File: src/design/mf3_pkg.sv
// shared types and constants of the 3x3 median filter
`timescale 1ns / 1ps

package mf3_pkg;

	// image limits and field widths
	localparam int MAX_WIDTH    = 1024;
	localparam int MAX_HEIGHT   = 4096;
	localparam int PIX_W        = 8;
	localparam int ROW_W        = 12;
	localparam int COL_W        = 10;
	localparam int WIDTH_REG_W  = 11;
	localparam int HEIGHT_REG_W = 13;
	localparam int LB_ADDR_W    = $clog2(MAX_WIDTH);
	localparam int OUT_TDATA_W  = 32;

	// register file
	localparam int CFG_INDEX_W = 2;
	localparam int CFG_DATA_W  = 13;
	localparam logic [CFG_INDEX_W-1:0] CFG_IMAGE_WIDTH  = 2'd0;
	localparam logic [CFG_INDEX_W-1:0] CFG_IMAGE_HEIGHT = 2'd1;
	localparam logic [WIDTH_REG_W-1:0]  WIDTH_RESET  = 11'd640;
	localparam logic [HEIGHT_REG_W-1:0] HEIGHT_RESET = 13'd480;

	// job queue between front and back
	localparam int QUEUE_DEPTH = 8;
	localparam int QUEUE_PTR_W = 3;
	localparam int QUEUE_CNT_W = 4;

	// one classified pixel: up to one median and one border copy
	typedef struct packed {
		logic [PIX_W-1:0] med;
		logic [PIX_W-1:0] px;
		logic [ROW_W-1:0] row;
		logic [COL_W-1:0] col;
		logic             has_med;
		logic             has_bord;
	} mf3_job_t;

endpackage

File: src/design/mf3_queue.sv
// short job queue between the front and the back part
`timescale 1ns / 1ps

module mf3_queue (
	input  logic                            clk,
	input  logic                            arst_n,
	input  logic                            push,
	input  mf3_pkg::mf3_job_t               push_job,
	input  logic                            pop,
	output mf3_pkg::mf3_job_t               head,
	output logic                            empty,
	output logic [mf3_pkg::QUEUE_CNT_W-1:0] count
);
	import mf3_pkg::*;

	mf3_job_t               mem_q [QUEUE_DEPTH];
	logic [QUEUE_PTR_W-1:0] wr_ptr_q, rd_ptr_q;
	logic [QUEUE_CNT_W-1:0] count_q;

	assign head  = mem_q[rd_ptr_q];
	assign empty = (count_q == '0);
	assign count = count_q;

	// storage
	always_ff @(posedge clk) begin
		if (push) begin
			mem_q[wr_ptr_q] <= push_job;
		end
	end

	// pointers and fill level
	always_ff @(posedge clk or negedge arst_n) begin
		if (!arst_n) begin
			wr_ptr_q <= '0;
			rd_ptr_q <= '0;
			count_q  <= '0;
		end else begin
			if (push) begin
				wr_ptr_q <= wr_ptr_q + 1'b1;
			end
			if (pop) begin
				rd_ptr_q <= rd_ptr_q + 1'b1;
			end
			if (push && !pop) begin
				count_q <= count_q + 1'b1;
			end else if (pop && !push) begin
				count_q <= count_q - 1'b1;
			end
		end
	end

	// credit in the front must keep the queue from overflowing
	assert property (@(posedge clk) disable iff (!arst_n)
		push |-> (count_q < QUEUE_CNT_W'(QUEUE_DEPTH)) || pop)
		else $error("job queue overflow");

	assert property (@(posedge clk) disable iff (!arst_n)
		pop |-> !empty)
		else $error("job queue underflow");

	assert property (@(posedge clk) disable iff (!arst_n)
		(push && !pop) |=> !empty)
		else $error("job queue lost a pushed job");

endmodule

File: config.mk
export PLATFORM = sky130hd
export DESIGN_NAME = mf3_queue
export DESIGN_NICKNAME = d
export VERILOG_FILES = /design/src/design/mf3_pkg.sv /design/src/design/mf3_queue.sv
export SDC_FILE = /design/constraint.sdc
export NUM_CORES = 1
export LEC_CHECK = 0
export CAP_MARGIN = 20
export CORE_AREA = 2 2 154 156
export CTS_BUF_LIST = sky130_fd_sc_hd__clkbuf_4 sky130_fd_sc_hd__clkbuf_8 sky130_fd_sc_hd__clkbuf_16
export DETAILED_ROUTE_END_ITERATION = 7
export DIE_AREA = 0 0 156 158
export DONT_BUFFER_PORTS = 1
export PLACE_DENSITY = 0.85
export SLEW_MARGIN = 15
export SYNTH_ARGS = -nofsm -noshare
export SYNTH_HDL_FRONTEND = slang
export SYNTH_SLANG_ARGS = --single-unit
File: constraint.sdc
create_clock -name clk -period 4.1 [get_ports clk]
set_input_delay 0.205 -clock clk [delete_from_list [all_inputs] [get_ports clk]]
set_output_delay 0.205 -clock clk [all_outputs]
set_load 0.005 [all_outputs]
======== Word-level counts from Yosys, hierarchy flattened ========
Memory sizes are Yosys's and may differ from the RTL's.
Cells that the tools add are included.
operators by class
  add/sub/neg operators ................... 4
  mux-type cells .......................... 4
  reductions and logical operators ........ 6
operators with widths
  kind                 number
  $mux 4               2
  $add 3x1->3 const B  2
  $add 4x1->4 const B  1
  $logic_not 4->1      1
  $sub 4x1->4 const B  1
  $logic_and 1x1->1    2
  $logic_not 1->1      2
  $mux 1               2
  $reduce_bool 2->1    1
storage, ports and cells
  register bits after elaboration ......... 10
  memory bits (writable) .................. 320
  input port bits ......................... 44
  memories ................................ 1
memories
  memory  depth  bits a word  rd ports  clocked after memory_dff  write ports  RTL line         source
  mem_q   8      40           1         0                         1            mf3_queue.sv:16  mf3_job_t mem_q [QUEUE_DEPTH];

======== Depth between registers and ports, before layout ========
Gate-level depths: netlist of run 1.
  depth after elaboration ................. 4
  gate-level depth with buffers ........... 7

======== Worst setup path after synthesis of run 1 ========
Ideal clock, no wire load.
  path type ............................... register to register
  start point ............................. register wr_ptr_q[1]
  end point ............................... memory mem_q[0][0] (netlist bit), enable pin
  setup time .............................. 0.487 ns
  arrival time ............................ 3.316 ns
  data required time ...................... 3.613 ns
  path slack .............................. 0.297 ns
  cell stages (with the launch flop) ...... 3
  cells stage by stage .................... dfrtp_1 -> nand2b_1 -> nor3_1
RTL lines
  what                    RTL line         source
  from (decl)             mf3_queue.sv:17  logic [QUEUE_PTR_W-1:0] wr_ptr_q, rd_ptr_q;
  from (signal assigned)  mf3_queue.sv:39  wr_ptr_q <= wr_ptr_q + 1'b1;
  to (decl)               mf3_queue.sv:16
Straight into the memory's write port.

==> results of run 1 <==
==> worst reg2reg max path: cells and delay by family, from the launching register on <==
family                 cells  cell delay [ns]
AND/OR/NAND/NOR            2             1.22
flip-flops                 1             0.41
buffers and inverters      1             0.43
==> flip-flops by register name (all words and copies together), names as in the netlist <==
register	cells
mem_q	320
count	4
rd_ptr_q	3
wr_ptr_q	3
==> path summary, 6_finish.rpt <==
| path | startpoint | end | slack (ns) | depth (start not counted) |
|---|---|---|---|---|
| setup / recovery | rd_ptr_q[0] | head[19] | 1.12 | 3 |
| hold / removal | arst_n | count[3] | 0.06 | 1 |
| setup reg to reg | wr_ptr_q[1] | mem_q[4][9] | 1.71 | 3 |
| hold reg to reg | wr_ptr_q[1] | wr_ptr_q[1] | 0.59 | 1 |
| max in group asynchronous | arst_n | rd_ptr_q[1] | 3.66 | 1 |
| min in group clk | push | count[0] | 0.11 | 2 |
==> cells in the final DEF (no fill, tap or decap), drive strengths merged, types with 2 or more instances in the layout <==
master	synthesis	final
dlygate4sd3	0	43
nand2	6	6
nor2	6	6
xnor2	4	4
inv	2	2
clkinv	0	11
clkbuf	14	43
nor3	3	3
mux2	43	43
edfxtp	320	320
o211ai	2	2
a21oi	2	2
bufinv	0	2
ha	5	5
xor2	2	2
mux4	80	80
buf	10	10
nand3	2	2
dfrtp	10	10
nand2b	3	3
==> power groups by stage <==
stage / clock network (mW) / logic, mW / registers (mW)
floorplan: 0 / 1.93 / 4.43
global placement: 0 / 2.12 / 4.73
detailed placement: 0 / 2.18 / 4.78
CTS: 2.83 / 2.27 / 4.71
global route: 2.97 / 2.39 / 4.76
finish: 2.78 / 2.22 / 4.70
==> per-stage QoR <==
step / hold WS [ns] / power [mW]
2_1_floorplan: -0.0906 / 6.36
3_3_place_gp: -0.0903 / 6.85
3_5_place_dp: -0.0903 / 6.96
4_1_cts: 0.0471 / 9.81
5_1_grt: 0.0722 / 10.1
6_report: 0.0584 / 9.70
==> layout make-up <==
cell class	instances	share of cell area
antenna	1	0.000170
clock buffer	43	0.0605
clock inverter	14	0.00850
inverter	2	0.000510
multi-input combinational	166	0.200
sequential	330	0.670
tap	290	0.0246
timing repair buffer	53	0.0360
==> metal layers <==
| metal | vias up | wire length, um | track usage | share of wire |
|---|---|---|---|---|
| li1 | 2424 | - | - | - |
| met1 | 2887 | 9430 | 0.241 | 0.41 |
| met2 | 145 | 11700 | 0.328 | 0.51 |
| met3 | 40 | 1240 | 0.0438 | 0.054 |
| met4 | 4 | 437 | 0.0516 | 0.019 |
| met5 | - | 27 | 0 | 0.0012 |
==> logic make-up after synthesis <==
kind of cell | share of synthesized area
AO/OA/AOI/OAI | 0.00320
AND/OR/NAND/NOR | 0.00901
XOR/XNOR | 0.00407
multiplexers | 0.201
buffers and inverters | 0.0129
adder cells (fa/ha/maj) | 0.00640
flip-flops | 0.764
==> run summary, run 1 <==
Yosys top cell by area -> edfxtp_1
Hold Vio Cnt, Final -> 0
PD cells -> 659 nW/um^2
initial antenna violation count -> 3
ys flop type -> edfxtp_1
Avg Cell Area, Syn -> 24.7 sq um
Crit path largest cell delay -> 0.93 ns
Max Freq -> 0.336 GHz
crit-path cells -> buf_12, mux4_1, mux2_2
Multi-input gate area -> 2940 sq um
final instance area -> 14,700 sq um
RD Place Congestion -> 0.715
period utilization -> 0.726
Setup WS post-layout -> 1.12 ns
status -> finished, final reports clean
RSZ-0062 raised after global routing -> false
io pins -> 89
register area share after synthesis -> 0.764
Syn Std Cell Area -> 12,900 sq um
cell area after placement -> 13,300 sq um
pre-CTS setup slack -> 1.66 ns
drt drc -> 0
Cell Int Power -> 7.09 mW
GRT Total Usage -> 0.188
core area -> 23,100 sq um
Die H -> 158 um
synthesis-to-layout area growth -> 14.1%
Layout Utilization -> 0.639
storage element area -> 9870 sq um
die width -> 156 um
Hold Crit Class -> in2async
Post-synth top cells -> 320 x edfxtp_1, 79 x mux4_1, 43 x mux2_2, 14 x clkbuf_1, 10 x dfrtp_1
initial drt markers -> 326
top-count cell post-synth -> edfxtp_1
Static Leak -> 4.90 nW
Critical Path RT -> 3.89 ns
max-cap viol count -> 0
Worst Tran Pin Value -> 1.07 ns
layout cell share with drive strength beyond 1 -> 0.199
Final nets -> 634
clk root buf -> clkbuf_16
Post-synth EDFFs -> 320
Synth cell types -> 27
worst skew pair latency -> 0.55 ns
VDD IR max -> 0.000496 V
Vias -> 5,500
First-pass DRT Iterations -> 4
post-synth net total -> 572
fin cells -> 899
Post-Syn Instances -> 522
crit end category -> output port
Synth top area share -> 0.744
Area contributors post-synth -> edfxtp_1 74%, mux4_1 16%, mux2_2 3.8%
first-pass GRT wire length -> 34.1 mm
DRT antenna net count -> 0
number of global-route vias before repair -> 5,764
CTS H-tree depth -> 1
Worst EP arrival -> 2.77 ns
Final Max Tran Viols -> 0
WP buf/inv -> 1
Net Switching -> 2.61 mW
synth warn -> 0
CP Class -> reg2out
Worst path slowest cell -> dfrtp_4
Reg clk slew, reported paths -> 0.06 ns
DIE AREA -> 24,600 sq um
Comb power frac -> 0.229
CTS tree -> built
postcts setup bufs -> 0
Slew headroom -> 0.285
total negative slack -> 0 ns
crit-path leading delay family -> flip-flops
Fill cells -> 1,443
Post-synth ARST share -> 0.0303
clock sinks -> 330
# setup viols final -> 0
Final min period -> 2.98 ns
crit path max fanout -> 46
Site Rows -> 56
crit start category -> flop
Avg WL per Cell -> 25.4 um
synthesis-stage register bit count -> 330
TritonCTS Buffers -> 31
placed insts -> 798
hold buffers post-CTS -> 43
Fin Clk Skew -> 0.0164 ns
final WL -> 22.9 mm
routed vias/inst -> 6.12
post-DP HPWL -> 12.5 mm
Net Sw Frac -> 0.269
Clock Path Buffers -> 3
largest net degree at the start of global routing -> 83
input/output buffers -> 0
Initial Util -> 0.560
clock share of power -> 0.287
PostCTS Resize Cnt -> 0
Congestion Overflow GR -> 0
Flop pwr share -> 0.484
Note: power is estimated with default switching activity, not from simulation.
==> run 2, diff against run 1 <==
==> constraint.sdc (replaced) <==
create_clock -name clk -period 2.45 [get_ports clk]
set_input_delay 0.1225 -clock clk [delete_from_list [all_inputs] [get_ports clk]]
set_output_delay 0.1225 -clock clk [all_outputs]
set_load 0.005 [all_outputs]
==> run 2 against run 1 <==
Sequential share of layout area down 1.5 points. Via count up 0.96%. Wire length rose by 3.3%. Register-to-register slack got worse by 1.1 ns. Global-route usage is 0.75 points higher. Critical endpoint is now head[6]. Clock power up 83%. Hold slack worse by 0.010 ns. Die area unchanged. Final cell count up 2.3%. Highest routed layer is now met4. Worst setup slack got worse by 1.0 ns. Largest cell class unchanged. Design area is 2.3% higher.
==> run summary, run 2 (synthesized netlist as in run 1, its figures left out) <==
crit path max fanout -> 27 (was 46)
Fin Clk Skew -> 0.0173 ns (was 0.0164 ns)
Final min period -> 2.37 ns
routed vias/inst -> 6.04 (was 6.12)
reg-to-reg startpoint -> wr_ptr_q[0] (was wr_ptr_q[1])
commonest non-fill, non-tap cells in the layout -> 320 x edfxtp_1, 79 x mux4_1, 43 x mux2_2, 43 x dlygate4sd3_1, 37 x clkbuf_16 (was 320 x edfxtp_1, 79 x mux4_1, 43 x mux2_2, 43 x dlygate4sd3_1, 31 x clkbuf_16)
Congestion Overflow GR -> 0 (unchanged)
hold_ws -> 0.0481 ns (was 0.0584 ns)
cell area after placement -> 13,400 sq um (was 13,300 sq um)
First-pass DRT Iterations -> 4 (unchanged)
commonest non-fill, non-tap cell in the layout -> edfxtp_1 (unchanged)
Reg clk slew, reported paths -> 0.06 ns (about the same)
TritonCTS Buffers -> 34 (was 31)
CTS tree -> built (unchanged)
number of global-route vias before repair -> 5,845 (was 5,764)
post-DP HPWL -> 13.1 mm (was 12.5 mm)
synthesis-to-layout area growth -> 16.6% (was 14.1%)
Worst Reg-to-Reg Cells -> 3 (unchanged)
crit end category -> output port (unchanged)
RD Place Congestion -> 0.713 (was 0.715)
worst skew pair latency -> 0.50 ns (was 0.55 ns)
drt drc -> 0 (unchanged)
DIE AREA -> 24,600 sq um (unchanged)
Worst EP arrival -> 2.25 ns (was 2.77 ns)
CP Class -> reg2out (unchanged)
first-pass GRT wire length -> 35.1 mm (was 34.1 mm)
PD cells -> 1130 nW/um^2 (was 659 nW/um^2)
Hold Vio Cnt, Final -> 0 (unchanged)
period utilization -> 0.969
Worst Tran Pin Value -> 0.580 ns (was 1.07 ns)
max-cap viol count -> 0 (unchanged)
Fill cells -> 1,440 (was 1,443)
initial antenna violation count -> 3 (unchanged)
die width -> 156 um (unchanged)
clk root buf -> clkbuf_16 (unchanged)
input/output buffers -> 0 (unchanged)
max reg flops -> 320 (unchanged)
placed insts -> 810 (was 798)
clock sinks -> 330 (unchanged)
DRT antenna net count -> 0 (unchanged)
Hold Crit Class -> in2async (unchanged)
VDD IR max -> 0.000756 V (was 0.000496 V)
# setup viols final -> 0 (unchanged)
Clock Path Buffers -> 3 (unchanged)
Avg WL per Cell -> 25.7 um (was 25.4 um)
GRT Total Usage -> 0.196 (was 0.188)
largest net degree at the start of global routing -> 44 (was 83)
Initial Util -> 0.560 (unchanged)
fin cells -> 920 (was 899)
R2R Path End -> mem_q[7][9] (was mem_q[4][9])
final instance area -> 15,100 sq um (was 14,700 sq um)
initial drt markers -> 519 (was 326)
io pins -> 89 (unchanged)
core area -> 23,100 sq um (unchanged)
crit start category -> flop (unchanged)
status -> finished, final reports clean (unchanged)
Static Leak -> 5.06 nW (was 4.90 nW)
layout cell share with drive strength beyond 1 -> 0.212 (was 0.199)
Critical Path RT -> 2.33 ns (was 3.89 ns)
Max Freq -> 0.421 GHz
Die H -> 158 um (unchanged)
Final nets -> 651 (was 634)
Site Rows -> 56 (unchanged)
FF-to-FF setup slack -> 0.62 ns (was 1.71 ns)
final WL -> 23.6 mm (was 22.9 mm)
Final Max Tran Viols -> 0 (unchanged)
Vias -> 5,553 (was 5,500)
CTS H-tree depth -> 2 (was 1)
RSZ-0062 raised after global routing -> false (unchanged)
Biggest register -> mem_q (unchanged)
Slew headroom -> 0.614 (was 0.285)
==> run 2: routing by layer <==
layer	vias to the layer above	global-route usage	wire [um]
met2	187	0.333	12200
met4	0	0.0564	363
met1	2872	0.253	9250
met5	-	0	0
li1	2459	-	-
met3	35	0.0515	1780
==> run 2: report_power, final <==
part | internal, mW | switching (mW)
clock network | 3.10 | 2.00
registers | 7.11 | 0.460
logic | 2.21 | 2.11
total | 12.4 | 4.57
==> run 2: worst max path at each step <==
stage / startpoint / end / cells after the start
detailed placement: rd_ptr_q[0] / head[1] / 3
CTS: rd_ptr_q[0] / head[1] / 3
global route: rd_ptr_q[0] / head[0] / 3
finish: rd_ptr_q[0] / head[6] / 3
floorplan: wr_ptr_q[0] / mem_q[4][0] / 2
global placement: rd_ptr_q[0] / head[1] / 3
==> run 2: stage by stage <==
stage / total power [mW] / setup TNS [ns] / utilization / worst slack [ns]
after CTS: 17.1 / 0 / 0.652 / 0.0133
after global routing: 17.7 / 0 / 0.653 / 0.00864
after detailed placement: 11.9 / 0 / 0.583 / 0.419
final: 17.0 / 0 / 0.653 / 0.0751
after global placement: 11.7 / 0 / 0.583 / 0.443
after floorplan: 10.6 / -43.32 / - / -0.298
==> run 2: area by class of cell <==
cell class	instances	area, sq um	area share
clock buffers	41	956	0.0635
clock inverters	21	179	0.0119
inverters	2	7.51	0.000499
multi-input cells	166	2950	0.196
diodes	3	7.51	0.000499
repair buffers	67	726	0.0482
well taps	290	363	0.0241
flip-flops and latches	330	9870	0.655
==> run 2: critical path, stage by stage, from the launching register on <==
cell	delay, ns
dfrtp_4	0.59
buf_12	0.25
mux4_1	0.59
mux2_2	0.31
==> run 2: timing repair <==
action,4_1_cts,5_1_grt
endpoints found under the setup margin,31,14
hold buffers,43,0
buffers inserted,1,1
gates resized for setup,0,1
endpoints found under the hold margin,336,0
