[src/design/mf3_pkg.sv]
// shared types and constants of the 3x3 median filter
`timescale 1ns / 1ps

package mf3_pkg;

	// image limits and field widths
	localparam int MAX_WIDTH    = 1024;
	localparam int MAX_HEIGHT   = 4096;
	localparam int PIX_W        = 8;
	localparam int ROW_W        = 12;
	localparam int COL_W        = 10;
	localparam int WIDTH_REG_W  = 11;
	localparam int HEIGHT_REG_W = 13;
	localparam int LB_ADDR_W    = $clog2(MAX_WIDTH);
	localparam int OUT_TDATA_W  = 32;

	// register file
	localparam int CFG_INDEX_W = 2;
	localparam int CFG_DATA_W  = 13;
	localparam logic [CFG_INDEX_W-1:0] CFG_IMAGE_WIDTH  = 2'd0;
	localparam logic [CFG_INDEX_W-1:0] CFG_IMAGE_HEIGHT = 2'd1;
	localparam logic [WIDTH_REG_W-1:0]  WIDTH_RESET  = 11'd640;
	localparam logic [HEIGHT_REG_W-1:0] HEIGHT_RESET = 13'd480;

	// job queue between front and back
	localparam int QUEUE_DEPTH = 8;
	localparam int QUEUE_PTR_W = 3;
	localparam int QUEUE_CNT_W = 4;

	// one classified pixel: up to one median and one border copy
	typedef struct packed {
		logic [PIX_W-1:0] med;
		logic [PIX_W-1:0] px;
		logic [ROW_W-1:0] row;
		logic [COL_W-1:0] col;
		logic             has_med;
		logic             has_bord;
	} mf3_job_t;

endpackage

[src/design/mf3_back.sv]
// back part: expands a job into its results and drives the output register
`timescale 1ns / 1ps

module mf3_back (
	input  logic                            clk,
	input  logic                            arst_n,
	input  mf3_pkg::mf3_job_t               head,
	input  logic                            empty,
	output logic                            pop,
	output logic                            out_valid,
	input  logic                            out_ready,
	output logic [mf3_pkg::PIX_W-1:0]       out_value,
	output logic [mf3_pkg::ROW_W-1:0]       out_row,
	output logic [mf3_pkg::COL_W-1:0]       out_col,
	output logic                            out_last
);
	import mf3_pkg::*;

	logic             valid_q, phase_q, load, emit_med;
	logic [PIX_W-1:0] value_q;
	logic [ROW_W-1:0] row_q;
	logic [COL_W-1:0] col_q;
	logic             last_q;

	// median goes first, border copy second
	assign load     = !empty && (!valid_q || out_ready);
	assign emit_med = head.has_med && !phase_q;
	assign pop      = load && !(emit_med && head.has_bord);

	// control
	always_ff @(posedge clk or negedge arst_n) begin
		if (!arst_n) begin
			valid_q <= 1'b0;
			phase_q <= 1'b0;
		end else begin
			if (load) begin
				valid_q <= 1'b1;
				phase_q <= emit_med && head.has_bord;
			end else if (out_ready) begin
				valid_q <= 1'b0;
			end
		end
	end

	// result payload, median sits one row and one column back
	always_ff @(posedge clk) begin
		if (load) begin
			value_q <= emit_med ? head.med : head.px;
			row_q   <= emit_med ? head.row - 1'b1 : head.row;
			col_q   <= emit_med ? head.col - 1'b1 : head.col;
			last_q  <= emit_med ? !head.has_bord : 1'b1;
		end
	end

	assign out_valid = valid_q;
	assign out_value = value_q;
	assign out_row   = row_q;
	assign out_col   = col_q;
	assign out_last  = last_q;

endmodule

[config.mk]
export PLATFORM = sky130hd
export DESIGN_NAME = mf3_back
export DESIGN_NICKNAME = d
export VERILOG_FILES = /design/src/design/mf3_pkg.sv /design/src/design/mf3_back.sv
export SDC_FILE = /design/constraint.sdc
export NUM_CORES = 1
export LEC_CHECK = 0
export BUFFER_PORTS_ARGS = -buffer_cell sky130_fd_sc_hd__buf_2
export CAP_MARGIN = 5
export CORE_UTILIZATION = 40
export DETAILED_ROUTE_END_ITERATION = 8
export PLACE_DENSITY = 0.69
export SYNTH_ARGS = -nofsm -noshare
export SYNTH_HDL_FRONTEND = slang
export SYNTH_SLANG_ARGS = --single-unit
[constraint.sdc]
create_clock -name clk -period 2.8 [get_ports clk]
set_clock_uncertainty 0.1 [all_clocks]
set_input_delay 0.14 -clock clk [delete_from_list [all_inputs] [get_ports clk]]
set_output_delay 0.14 -clock clk [all_outputs]
set_load 0.01 [all_outputs]
Word level (Yosys, flattened, before mapping)
Index checks and enable logic that the tools add are counted.

word-level totals
  input bits = 44
  flip-flop bits (word level) = 33

operators by class
  add/sub/neg operators = 2
  reductions and logical operators = 11
  mux-type cells = 5

operator list
  kind                                                number
  two-way mux 12 bit                                  1
  subtractor 12 x 1 -> 12 bit, second input constant  1
  two-way mux 10 bit                                  1
  subtractor 10 x 1 -> 10 bit, second input constant  1
  two-way mux 8 bit                                   1
  zero test 1 bit                                     5
  logical AND 1 bit                                   4
  two-way mux 1 bit                                   2
  nonzero test 2 bit                                  1
  logical OR 1 bit                                    1

Depth between registers and ports, before layout
Gate-level depths: netlist of run 1.

  word-level depth = 5
  depth in mapped cells = 5
  gate-level depth less buffers = 5

Least setup slack after synthesis of run 1
OpenSTA, ideal clock, no wires.

  path kind = reg2out
  start = register valid_q (netlist: out_valid)
  end = output port pop
  buffers on the path = 0
  arrival time = 2.427 ns
  required time = 2.560 ns
  path slack = 0.133 ns
  cell stages (with the launch flop) = 3
  path through = dfrtp_1 > a21oi_1 > and2_1

on the way
  word-level cells in the longest chain between the ends = 4

ends and longest elaborated chain
  item                    RTL line        text
  from (decl)             mf3_back.sv:19  logic valid_q, phase_q, load, emit_med;
  from (signal assigned)  mf3_back.sv:33  valid_q <= 1'b0;
  from (signal assigned)  mf3_back.sv:37  valid_q <= 1'b1;
  from (signal assigned)  mf3_back.sv:40  valid_q <= 1'b0;
  zero test 1 bit         mf3_back.sv:26  assign load = !empty && (!valid_q || out_ready);
  logical OR 1 bit        mf3_back.sv:26
  logical AND 1 bit       mf3_back.sv:26
  net load                mf3_back.sv:19
  logical AND 1 bit       mf3_back.sv:28  assign pop = load && !(emit_med && head.has_bord);
  to (decl)               mf3_back.sv:9   output logic pop,

The timed path passes the listed nets, and every way through them passes these cells.

Final worst setup path of run 1
  start = register phase_q
  end = register row_q[11] (netlist: out_row[11]), data pin

on the way
  word-level cells in the longest chain between the ends = 3

ends and longest elaborated chain
  item                    RTL line        text
  from (decl)             mf3_back.sv:19
  from (signal assigned)  mf3_back.sv:38  phase_q <= emit_med && head.has_bord;
  zero test 1 bit         mf3_back.sv:27  assign emit_med = head.has_med && !phase_q;
  logical AND 1 bit       mf3_back.sv:27
  two-way mux 12 bit      mf3_back.sv:49  row_q <= emit_med ? head.row - 1'b1 : head.row;
  to (signal assigned)    mf3_back.sv:49
  to (decl)               mf3_back.sv:21  logic [ROW_W-1:0] row_q;

No other way between the ends.
A chain may end at the register's enable or synchronous reset.

==> metrics.md, run 1 <==
| Metric | Value |
|---|---|
| Status | finished, final reports clean |
| I/O pin cnt | 77 |
| CP Max Fanout | 15 |
| DRT antenna net count | 0 |
| Drt total wl | 2910 um |
| Wire length per cell | 11.1 um |
| Chip Height | 63.7 um |
| Clock-pin slew on the worst setup and hold paths | 0.06 ns |
| Clock root cell | clkbuf_8 |
| Tcrit/Tclk final | 0.638 |
| RSZ-0062 raised after global routing | no |
| Gr usage total | 0.150 |
| Post-route setup TNS | 0 ns |
| DRT Pass-1 Iters | 4 |
| Syn_nets | 172 |
| HP Class | primary input to flop |
| Final net count | 258 |
| Fin crit period | 1.79 ns |
| Fin. max-slew vios | 0 |
| Setup Viol. Count Final | 0 |
| Die Span X | 63.7 um |
| DRC viols | 0 |
| Synthesis-stage register bit count | 33 |
| DRT iter0 DRCs | between 50 and 60 |
| # rows | 22 |
| Starting Density | 0.416 |
| Slew headroom | 0.716 |
| MaxCap Viol Count | 0 |
| Startpoint types | flop |
| VDD IR-drop max | 0.000321 V |
| CTS resizes | 0 |
| Layout cells sized above 1 | 0.427 |
| Hold Violations, Final | 0 |
| Pleak | 0.959 nW |
| Clock insertion delay at the later pin of the skew report | 0.27 ns |
| Met3 track demand over resource | 0.0688 |
| Maximum number of pins on one net before global-route repair | 23 |
| Via count | 1187 |
| Area leader, netlist | edfxtp_1 |
| First-pass GRT wire length | 4620 um |
| Vias per cell | ~4.5 |
| Fmax | 559 MHz |
| Met1 Use GR | 0.183 |
| Setup ws final | around 1.0 ns |
| Critical path class | flop to flop |
| Clock sinks | 33 |
| Library cells used by synthesis | 24 |
| TritonCTS Buffers | 5 |
| Gpl congestion | roughly 0.73 |
| Cell Pwr Density | 519 nW/um^2 |
| Buffers & Inverters on Critical Path | 1 |
| Post-CTS setup buffers | 0 |
| Post-Synthesis Cells | 126 |
| Critical Path, Cell by Cell | nor2b_1 > buf_4 > nand4_1 > nor4_4 > xor2_1 |
| GR peak layer | met2 |
| Crit. End Element | flop |
| # hold bufs at CTS | 3 |
| WHS | roughly 0.019 ns |
| Met2 Track Usage GR | 0.245 |
| Worst Tran Pin Value | roughly 0.43 ns |
| Die area | 4050 um^2 |
| Critical path's largest stage delay | 0.38 ns |
| DP HPWL | 2220 um |
| CTS tree | yes |
| WP data arrival | 1.71 ns |
| Area Overhead vs Synth | 37.8% |
| Clock Path Buffers | 2 |
| Req. time, crit path | ~2.7 ns |
| Synth Warn # | 0 |
| Number of global-route vias before repair | 1063 |
| Setup WS pre-CTS | about 1 ns |
| Critical Path Slowest Stage Cell | dfrtp_1 |
| Synth top area share | 0.612 |
| Global route overflow | 0 |
| Top post-synthesis cells by area | edfxtp_1 (61%), nand2_1 (7.9%), xor2_1 (7.5%), dfrtp_1 (3.3%), xnor2_1 (2.9%) |
| ANT cells | 0 |
| Crit path max-delay family | simple AND/OR/NAND/NOR gates |
| Core area | 3660 um^2 |
| Register area share after synthesis | 0.645 |
| Antenna violations before repair | 0 |
| H-Tree Depth | 2 |
| Avg Cell Area, Syn | 12.1 um^2 |
| PortBufs | 76 |
| Cell area after synthesis | 1520 um^2 |
==> routing by layer <==
metal	vias to the layer above	wire length (um)
met1	527	1230
met3	0	267
met2	54	1410
met5	-	0
met4	0	0
li1	606	-
==> area by class of cell <==
class	count	area [um^2]
Multi-Input combinational cell	83	514
Fill cell	320	1560
Clock inverter	2	10.0
Tap cell	48	60.1
Sequential cell	33	981
Timing Repair Buffer	82	433
Clock buffer	6	72.6
Inverter	7	26.3
==> cell usage in the layout (no fill, tap or decap), drive strengths merged, types with 2 or more instances in the layout <==
cell type     n
inv           7
nand3         2
nor4          3
nor3          5
dfrtp         2
clkbuf        6
clkinv        2
buf          79
or3           2
o21ai         4
ha            2
or4           2
dlygate4sd3   3
nand2        32
xnor2         5
nor2          6
edfxtp       31
xor2         13
==> flip-flops by register name, summed over array words and instances, names as in the netlist <==
name and flops:
out_col 10, out_last 1, phase_q 1, out_valid 1, out_value 8, out_row 12
==> path summary, 6_finish.rpt <==
check | startpoint | endpoint | slack (ns) | cells past startpoint
worst max-delay path | phase_q | out_row[11] | 1.01 | 5
worst min-delay path | head[0] | phase_q | 0.02 | 3
worst max register to register | phase_q | out_row[11] | 1.01 | 5
worst min register to register | phase_q | phase_q | 0.46 | 2
max in group asynchronous | arst_n | phase_q | 2.43 | 2
min in group asynchronous | arst_n | out_valid | 0.08 | 2
==> cells by family after synthesis <==
| kind of cell | synth area share |
|---|---|
| compound gates | 0.0222 |
| xor+xnor | 0.104 |
| fa+ha+maj | 0.0164 |
| buf+inv | 0.0247 |
| flops | 0.645 |
| simple gates | 0.188 |
==> worst min-delay path: stages <==
cell,delay [ns]
buf_2,0.09
nand3_1,0.05
o21ai_0,0.07
==> cell usage after synthesis <==
| master | n |
|---|---|
| nand3b_1 | 1 |
| o41ai_1 | 1 |
| nand4_1 | 1 |
| dfrtp_1 | 2 |
| a21oi_1 | 1 |
| edfxtp_1 | 31 |
| or3_4 | 2 |
| nor2_1 | 6 |
| o21ai_0 | 4 |
| nand2_1 | 32 |
| nand3_1 | 2 |
| and2_1 | 1 |
| nor4_1 | 2 |
| nor4_4 | 1 |
| nand2b_1 | 1 |
| nor3_1 | 4 |
| or4_1 | 2 |
| ha_1 | 2 |
| inv_1 | 7 |
| clkbuf_1 | 3 |
| nor3_2 | 1 |
| xnor2_1 | 5 |
| nor2b_1 | 1 |
| xor2_1 | 13 |
==> power by group <==
| part | total, W | leakage [nW] | switching, W | internal, W |
|---|---|---|---|---|
| logic | 0.000170 | 0.595 | 0.0000945 | 0.0000753 |
| clock network | 0.000327 | 0.0450 | 0.000155 | 0.000172 |
| registers | 0.000592 | 0.319 | 0.00000883 | 0.000583 |
==> through the flow <==
stage / cell area (um^2) / power (W) / instances / utilization
after global placement: 1980 / 0.000767 / 250 / 0.542
after floorplan: 1520 / 0.000684 / 126 / -
after CTS: 2100 / 0.00111 / 261 / 0.573
final: 2100 / 0.00109 / 261 / 0.573
after global routing: 2100 / 0.00116 / 261 / 0.573
after detailed placement: 1980 / 0.000771 / 250 / 0.542
Note: power is estimated with default switching activity, not from simulation.
==> run 2: changes to the inputs <==
--- a/config.mk
+++ b/config.mk
@@ -9,7 +9,7 @@
 export CAP_MARGIN = 5
 export CORE_UTILIZATION = 40
 export DETAILED_ROUTE_END_ITERATION = 8
-export PLACE_DENSITY = 0.69
+export PLACE_DENSITY = 0.71
 export SYNTH_ARGS = -nofsm -noshare
 export SYNTH_HDL_FRONTEND = slang
 export SYNTH_SLANG_ARGS = --single-unit
==> constraint.sdc (replaced) <==
create_clock -name clk -period 1.6 [get_ports clk]
set_clock_uncertainty 0.1 [all_clocks]
set_input_delay 0.08 -clock clk [delete_from_list [all_inputs] [get_ports clk]]
set_output_delay 0.08 -clock clk [all_outputs]
set_load 0.01 [all_outputs]
==> run 2 against run 1 <==
Effect of this change:
- the flow now finishes with violations (negative setup slack)
- sequential share of layout area is 6.7 points lower
- power is 84% higher
- via count is 11% higher
- fmax is 8.7% higher
- register-to-register slack worse by 1.1 ns
- wire length is 18% higher
- die area stayed put
==> metrics.md, run 2 (same netlist as run 1, synthesis figures left out) <==
| Metric | Value |
|---|---|
| Fin crit period | 1.65 ns |
| Max reg flops | 12 |
| Slew headroom | 0.815 |
| Maximum number of pins on one net before global-route repair | 35 |
| Clock-pin slew on the worst setup and hold paths | 0.07 ns |
| Worst Tran Pin Value | 0.273 ns |
| Cell Area, Placed | 2060 um^2 |
| Post-route setup TNS | -0.0868 ns |
| Pleak | 1.11 nW |
| CTS tree | yes |
| DRC viols | 0 |
| Final cell count without fillers | 289 |
| MaxCap Viol Count | 0 |
| VDD IR-drop max | 0.000495 V |
| Layout cells sized above 1 | 0.456 |
| Failing checks | negative setup slack |
| Cell Pwr Density | 818 nW/um^2 |
| Fmax | approximately 610 MHz |
| Clock root cell | clkbuf_8 |
| DP HPWL | 2330 um |
| DRT Pass-1 Iters | 4 |
| I/O pin cnt | 77 |
| Global route overflow | 0 |
| Register Area | 981 um^2 |
| Startpoint types | flop |
| Crit. End Element | flop |
| Critical Path, Cell by Cell | nand2b_4 > or4_4 > nor3_4 > xor2_1 |
| Fin. max-slew vios | 0 |
| Via count | between 1000 and 1500 |
| Req. time, crit path | 1.53 ns |
| Clock Path Buffers | 2 |
| DRT antenna net count | 0 |
| # fillers | 286 |
| Critical path's largest stage delay | 0.47 ns |
| RSZ-0062 raised after global routing | yes |
| Vias per cell | 4.56 |
| Setup ws final | -0.0451 ns |
| Commonest non-fill, non-tap cell in the layout | buf_2 |
| Clock insertion delay at the later pin of the skew report | 0.27 ns |
| Critical path class | flop to flop |
| Final Cell Area | 2450 um^2 |
| Hold Violations, Final | 0 |
| Gpl congestion | between 0.7 and 0.8 |
| Wire length per cell | 11.8 um |
| Tcrit/Tclk final | 1.03 |
| Clock sinks | 33 |
| HP Class | primary input to asynchronous set/reset pin |
| Final net count | roughly 290 |
| ANT cells | 0 |
| Core area | 3660 um^2 |
| DRT iter0 DRCs | 45 |
| WHS | 0.0108 ns |
| WP data arrival | between 1.5 and 2 ns |
| TritonCTS Buffers | 5 |
| Final Util | 0.669 |
| Area Overhead vs Synth | 60.9% |
| Antenna violations before repair | 0 |
| CP Max Fanout | 4 |
| # rows | 22 |
| Number of global-route vias before repair | 1297 |
| Die Span X | 63.7 um |
| Chip Height | roughly 64 um |
| Most frequent cells in the layout | buf_2 (76), nand2_1 (32), edfxtp_1 (31) |
| Dpl cells | 257 |
| Multi-input gate area | 578 um^2 |
| Status | finished, violations left |
| Die area | 4050 um^2 |
| Setup Viol. Count Final | 3 |
| Gr usage total | 0.174 |
| Critical Path Slowest Stage Cell | or4_4 |
| H-Tree Depth | 2 |
| Drt total wl | around 3400 um |
| First-pass GRT wire length | 5280 um |
| Starting Density | 0.416 |
| PortBufs | 76 |
-- run 2: changes by cell type in the layout (fill, tap and decap cells not counted), moves of 2 or more --
cell           previous run  this run
nor3_1                    4         1
nor4_1                    2         0
dlygate4sd3_1             3        21
nor3_2                    1         3
buf_4                     3        10
clkinv_1                  0         2
-- run 2: timing repair --
item,4_1_cts,5_1_grt
setup endpoints to repair,12,10
hold buffers,21,0
endpoints found under the hold margin,14,0
gates cloned,0,1
buffers inserted,1,1
gates resized for setup,8,3
pin swaps,1,2
-- run 2: path summary, 6_finish.rpt --
path,depth (start not counted),from,endpoint,slack (ns)
hold / removal,2,arst_n,out_valid,0.01
setup reg to reg,4,phase_q,out_col[5],-0.05
hold reg to reg,2,phase_q,phase_q,0.48
setup / recovery,4,phase_q,out_col[5],-0.05
min in group clk,2,head[23],out_row[11],0.01
max in group asynchronous,2,arst_n,phase_q,1.29
-- run 2: routing by layer --
layer	GRT usage	vias to the layer above	wire, um
met1	0.173	596	1340
met4	0.0739	0	44
met3	0.0652	6	279
met5	0	-	0
met2	0.318	53	1760
li1	-	663	-
-- run 2: final cells by class --
type | instances | area share
Clock buffer | 5 | 0.0281
Clock inverter | 3 | 0.00511
Inverter | 7 | 0.0107
Multi-Input combinational cell | 83 | 0.236
Sequential cell | 33 | 0.401
Tap cell | 48 | 0.0245
Timing Repair Buffer | 110 | 0.295
-- run 2: worst max-delay path: cells and delay by family, from the launching register on --
family        cells  cell delay (ns)
flops             1             0.41
xor+xnor          1             0.08
simple gates      3             0.81
-- run 2: stage by stage --
step	power, W	worst slack (ns)
finish	0.00200	-0.0451
global route	0.00210	-0.0945
CTS	0.00200	-0.0350
detailed placement	0.00137	-0.0898
global placement	0.00136	-0.0479
floorplan	0.00120	-0.0223
-- run 2: power breakdown --
group | internal, W | leakage [nW] | switching [W]
sequential | 0.00102 | 0.319 | 0.0000164
clock | 0.000292 | 0.0430 | 0.000288
combinational | 0.000195 | 0.746 | 0.000191
